===== config.mk =====
export PLATFORM = sky130hd
export DESIGN_NAME = mpa_qmul
export DESIGN_NICKNAME = d
export VERILOG_FILES = /design/src/rtl/core/mpa_pkg.sv /design/src/rtl/core/mpa_qmul.sv
export SDC_FILE = /design/constraint.sdc
export NUM_CORES = 2
export LEC_CHECK = 0
export BUFFER_PORTS_ARGS = -buffer_cell sky130_fd_sc_hd__buf_2
export CORE_MARGIN = 5
export CORE_UTILIZATION = 61
export CTS_BUF_LIST = sky130_fd_sc_hd__clkbuf_4
export CTS_CLUSTER_DIAMETER = 60
export DETAILED_ROUTE_END_ITERATION = 8
export PLACE_DENSITY = 0.81
export SYNTH_ARGS = -nofsm -noshare
export SYNTH_HDL_FRONTEND = slang
export SYNTH_SLANG_ARGS = --single-unit

===== constraint.sdc =====
create_clock -name i_clk -period 9.6 [get_ports i_clk]
set_input_delay 0.48 -clock i_clk [delete_from_list [all_inputs] [get_ports i_clk]]
set_output_delay 0.48 -clock i_clk [all_outputs]
set_load 0.005 [all_outputs]

===== src/rtl/core/mpa_pkg.sv =====
// ----------------------------------------------------------------------------
// Mulliken population accumulator package
// Shared types and constants for the population accumulator block.
// ----------------------------------------------------------------------------
package mpa_pkg;

    localparam int MAX_ORBITALS  = 64;
    localparam int ELEMENT_WIDTH = 32;
    localparam int FRAC_BITS     = 28;
    localparam int OCC_FRAC      = 16;
    localparam int VEC_WIDTH     = 40;
    localparam int ACC_WIDTH     = 48;
    localparam int OCC_WIDTH     = 18;

    typedef enum logic [2:0] {
        FUNC_WR_OVL  = 3'd0,
        FUNC_WR_EIG  = 3'd1,
        FUNC_WR_OCC  = 3'd2,
        FUNC_CLEAR   = 3'd3,
        FUNC_RUN     = 3'd4,
        FUNC_RD_POP  = 3'd5,
        FUNC_BAD6    = 3'd6,
        FUNC_BAD7    = 3'd7
    } t_func;

    localparam logic [1:0] STAT_OK    = 2'd0;
    localparam logic [1:0] STAT_RANGE = 2'd1;
    localparam logic [1:0] STAT_SAT   = 2'd2;

    typedef enum logic [3:0] {
        ST_IDLE,
        ST_CLR,
        ST_OCC,
        ST_VRD,
        ST_VMUL,
        ST_VACC,
        ST_VEND,
        ST_SRD,
        ST_SMUL,
        ST_SFAC,
        ST_SACC,
        ST_NEXT,
        ST_OUT
    } t_state;

endpackage


===== src/rtl/core/mpa_qmul.sv =====
// ----------------------------------------------------------------------------
// Rounded fixed-point multiplier
// Multiplies a 32-bit signed element by a 40-bit signed value with registered
// partial products and rounds to 28 fraction bits, half away from zero.
// ----------------------------------------------------------------------------
module mpa_qmul (
    input  logic               i_clk,
    input  logic signed [31:0] i_a,
    input  logic signed [39:0] i_b,
    output logic signed [63:0] o_p
);

    logic [31:0] w_ma;
    logic [39:0] w_mb;
    logic        r_neg;
    logic [51:0] r_ph;
    logic [51:0] r_pl;
    logic [63:0] w_mag;

    assign w_ma = i_a[31] ? 32'(-i_a) : 32'(i_a);
    assign w_mb = i_b[39] ? 40'(-i_b) : 40'(i_b);

    always_ff @(posedge i_clk) begin
        r_neg <= i_a[31] ^ i_b[39];
        r_ph  <= 52'(w_ma) * 52'(w_mb[39:20]);
        r_pl  <= 52'(w_ma) * 52'(w_mb[19:0]);
    end

    assign w_mag = 64'(r_ph >> 8)
                 + ((64'({r_ph[7:0], 20'd0}) + 64'(r_pl)
                    + 64'(1 << (mpa_pkg::FRAC_BITS - 1))) >> mpa_pkg::FRAC_BITS);
    assign o_p = r_neg ? -$signed(w_mag) : $signed(w_mag);

endmodule


* Yosys cells after proc, flatten, opt, wreduce, memory -nomap -nowiden *
Index checks and enable logic that the tools add are counted.

operators by class
  $add $sub $neg = 6
  multiply operators = 2
  mux-type cells = 3
  bitwise operators = 1

operators with widths
  kind                                            count
  multiplier 32 x 20 -> 52 bit                    2
  two-way mux 64 bit                              1
  negator 64 bit                                  1
  adder 53 x 28 -> 54 bit, second input constant  1
  adder 28 x 52 -> 53 bit                         1
  adder 44 x 26 -> 45 bit                         1
  two-way mux 40 bit                              1
  negator 40 bit                                  1
  two-way mux 32 bit                              1
  negator 32 bit                                  1
  XOR 1 bit                                       1

word-level totals
  register bits = 105
  bits of input ports = 73
  output and inout port bits = 64
  logic and storage cells = 15

* Depth between registers and ports, before layout *
  depth after elaboration = 5
  gate-level depth with buffers = 37
  gate-level depth less buffers = 35

* Worst setup path after synthesis *
Ideal clock, no wire load.

  kind = input -> register
  start = input i_a[6]
  end = register r_pl[51]
  library setup time = 0.121 ns
  arrival time = 9.813 ns
  data required time = 9.479 ns
  path slack = -0.334 ns
  stages on the path = 34
  buffers on the path = 1
  cell sequence = or4_1 -> nor4_1 -> nand2b_1 -> or4_1 -> nand2b_1 -> nand2b_1 -> or4_1 -> o31ai_1 -> xnor2_1 -> clkbuf_1 -> nand2_1 -> fa_1 -> inv_1 -> fa_1 -> fa_1 -> inv_1 -> fa_1 -> fa_1 -> inv_1 -> fa_1 -> inv_1 -> fa_1 -> inv_1 -> ha_1 -> nor2b_1 -> a2111oi_0 -> o221ai_1 -> o21ba_2 -> o21ai_0 -> a221o_1 -> and2_1 -> a311oi_1 -> o21ba_2 -> xnor2_1

on the way
  longest elaborated chain between the ends = 3

ends and longest elaborated chain
  what                            line            source
  start: declaration              mpa_qmul.sv:8   input logic signed [31:0] i_a,
  negator 32 bit                  mpa_qmul.sv:20  assign w_ma = i_a[31] ? 32'(-i_a) : 32'(i_a);
  two-way mux 32 bit *            mpa_qmul.sv:20
  multiplier 32 x 20 -> 52 bit *  mpa_qmul.sv:26  r_pl <= 52'(w_ma) * 52'(w_mb[19:0]);
  end signal: assignment          mpa_qmul.sv:26
  end: declaration                mpa_qmul.sv:17  logic [51:0] r_pl;

Every way passes the cells marked *; elsewhere a longest branch is shown, timed or not.

* Worst setup path in the final report *
  start = input i_b[6]
  end = register r_ph[48]

on the way
  longest elaborated chain between the ends = 3

ends and longest elaborated chain
  what                          line            source
  start: declaration            mpa_qmul.sv:9   input logic signed [39:0] i_b,
  negator 40 bit                mpa_qmul.sv:21  assign w_mb = i_b[39] ? 40'(-i_b) : 40'(i_b);
  two-way mux 40 bit            mpa_qmul.sv:21
  multiplier 32 x 20 -> 52 bit  mpa_qmul.sv:25  r_ph <= 52'(w_ma) * 52'(w_mb[39:20]);
  end signal: assignment        mpa_qmul.sv:25
  end: declaration              mpa_qmul.sv:16  logic [51:0] r_ph;

No other way between the ends.

==> reports/metrics.yaml <==
run_status:
  status: "finished, final reports clean"
global_route:
  grt_pass1_vias: 41300
  top_usage_layer: "met2"
  track_usage: 0.361
  grtUsageMet2: 0.557
  grt_util_met1: 0.452
  antenna_found_initial: 12
  grt_pass1_wl_um: 226000
  overflow: 0
  grtUsageMet3: 0.107
  grt_max_degree: 43
drt:
  wl_per_cell_um: 21.3
  routed_via_density: 5.82
  ant_nets: 0
  drc: 0
  dr.pass1.iters: 9
  routed_wl_um: 145000
  drt_iter0_drc: 3776
  vias: 39700
clock_tree:
  cts_buffer_depth: 2
  clk_pin_slew_worst_paths_ps: 180
  ctsHoldBuffers: 0
  cts-root-buf: "clkbuf_4"
  tritoncts: "built"
  h-tree-depth: 3
  cts_buffers: 9
  clock_sinks: 85
place:
  globalplace.congestion: 1.02
  place.detailed.hpwl_um: 123000
  io_buffers: 136
worst_setup_path:
  cp.arrival_ps: 9900
  path_max_fanout: 5
  cp-start-kind: "input port"
  path_delay_family: "adder cells"
  cpMostUsedCell: "fa_1"
  critical_path_class: "in -> reg"
  cp-end-kind: "register"
  cp.required_ps: 10160
  cpPeakStageDelay_ps: 580
  crit_slowest_cell: "fa_1"
  path_buf_inv: 11
synthesis:
  synth_area_um2: 46000
  syn_inst: 5428
  yosys.area.top_type_share: 0.467
  synth_edf_count: 0
  avgSynthCellArea_um2: 8.47
  syn-num-nets: 6937
  synth_seq_cells: 85
  synth_warnings: 0
  synth_common_cells: "inv_1, fa_1, nand2_1, nor2_1, ha_1"
  yosys_most_used_dff: "dfxtp_1"
  yosys-top-cells-area: "fa_1, ha_1, inv_1"
  synth.most_common_cell: "inv_1"
  async_flop_share: 0
  synth.distinct_cells: 83
  synth_largest_area_cell: "fa_1"
  seq_area_frac_synth: 0.0370
sta:
  setup_viol: 0
  fin_setup_tns_ps: 0
  slew_viol_final: 0
  timing.fmax_ghz: 0.107
  period_minus_slack_ps: 9340
  fin_crit_sh: 0.973
  finalHoldViolCount: 0
  slew_headroom: 0.117
  tightestPinTransition_ps: 1320
die:
  initial_core_util: 0.617
  io_pins: 137
  row_count: 100
  core_area_um2: 74600
  chipHeight_um: 285
  die_area_um2: 81000
  die_x_um: 285
job:
  maxCapViolCount: 0
cells_and_area:
  final_util: 0.696
  syn_to_final_growth_pct: 12.9
  fillers: 5778
  drive_above_1_share: 0.134
  layout.nets: 7360
worst_hold_path:
  hold_path.class: "in -> reg"
==> registers in the layout, summed over array words and instances (netlist names) <==
name   flops
r_neg      1
r_pl      32
r_ph      52
==> final cells by class <==
class                   instances  area [um2]  share of cell area
diodes                          8        20.0            0.000386
clock inverters                 7        77.6             0.00149
inverters                    1187        4460              0.0858
flip-flops and latches         85        1700              0.0328
clock buffers                   9        67.6             0.00130
repair buffers                647        4760              0.0918
multi-input cells            3921       39600               0.763
well taps                     969        1210              0.0234
==> path summary, 6_finish.rpt <==
path	endpoint	start	cells past startpoint	slack, ps
hold / removal	r_neg	i_b[39]	2	470
setup / recovery	r_ph[48]	i_b[6]	37	260
==> metrics by stage <==
step | cells | hold slack, ps | cell area (um2) | setup slack [ps]
global placement | 6804 | 1050 | 51500 | -511
detailed placement | 6804 | 1040 | 51500 | -670
finish | 6833 | 470 | 51900 | 260
CTS | 6820 | 384 | 51600 | 22.6
floorplan | 5428 | 638 | 46100 | -36.2
global route | 6828 | 395 | 51900 | -90.0
==> kinds of logic (layout without fill, tap and decap cells) <==
family,Yosys count,after routing,share of synthesized area
xor+xnor,305,305,0.0581
compound gates,426,426,0.0620
buf+inv,1422,1850,0.117
simple gates,1749,1749,0.159
flops,85,85,0.0370
other cells,0,8,0
mux,5,5,0.00112
fa+ha+maj,1436,1436,0.566
==> metal layers <==
metal	vias up	share of wire
li1	17000	-
met1	19700	0.35
met2	2337	0.45
met3	629	0.12
met4	8	0.079
met5	-	0.00039
==> what timing repair did <==
item                                    CTS  global route
setup buffers                             0             5
endpoints found under the setup margin    4            61
resized for setup                         3            41
pin swaps                                 0             8
cloned                                    0             0
==> cells in the final DEF (no fill, tap or decap), drive strengths merged, types with 11 or more instances in the layout <==
master     n
nand2b    25
a21o      52
o21a      19
buf      647
nor4      14
fa      1072
or3       20
nor2b     26
o21bai    11
nand4     26
and3      24
nor2     491
nand3     42
xnor2    192
xor2     113
o21ai     83
nand2    965
inv     1191
o31ai     33
a31oi     17
or4       16
and2      42
nor3      24
ha       364
dfxtp     85
o41ai     12
a21oi    118
Power is not shown: default switching activity piles up to over one toggle a cycle in this logic, so the estimate is an artifact.
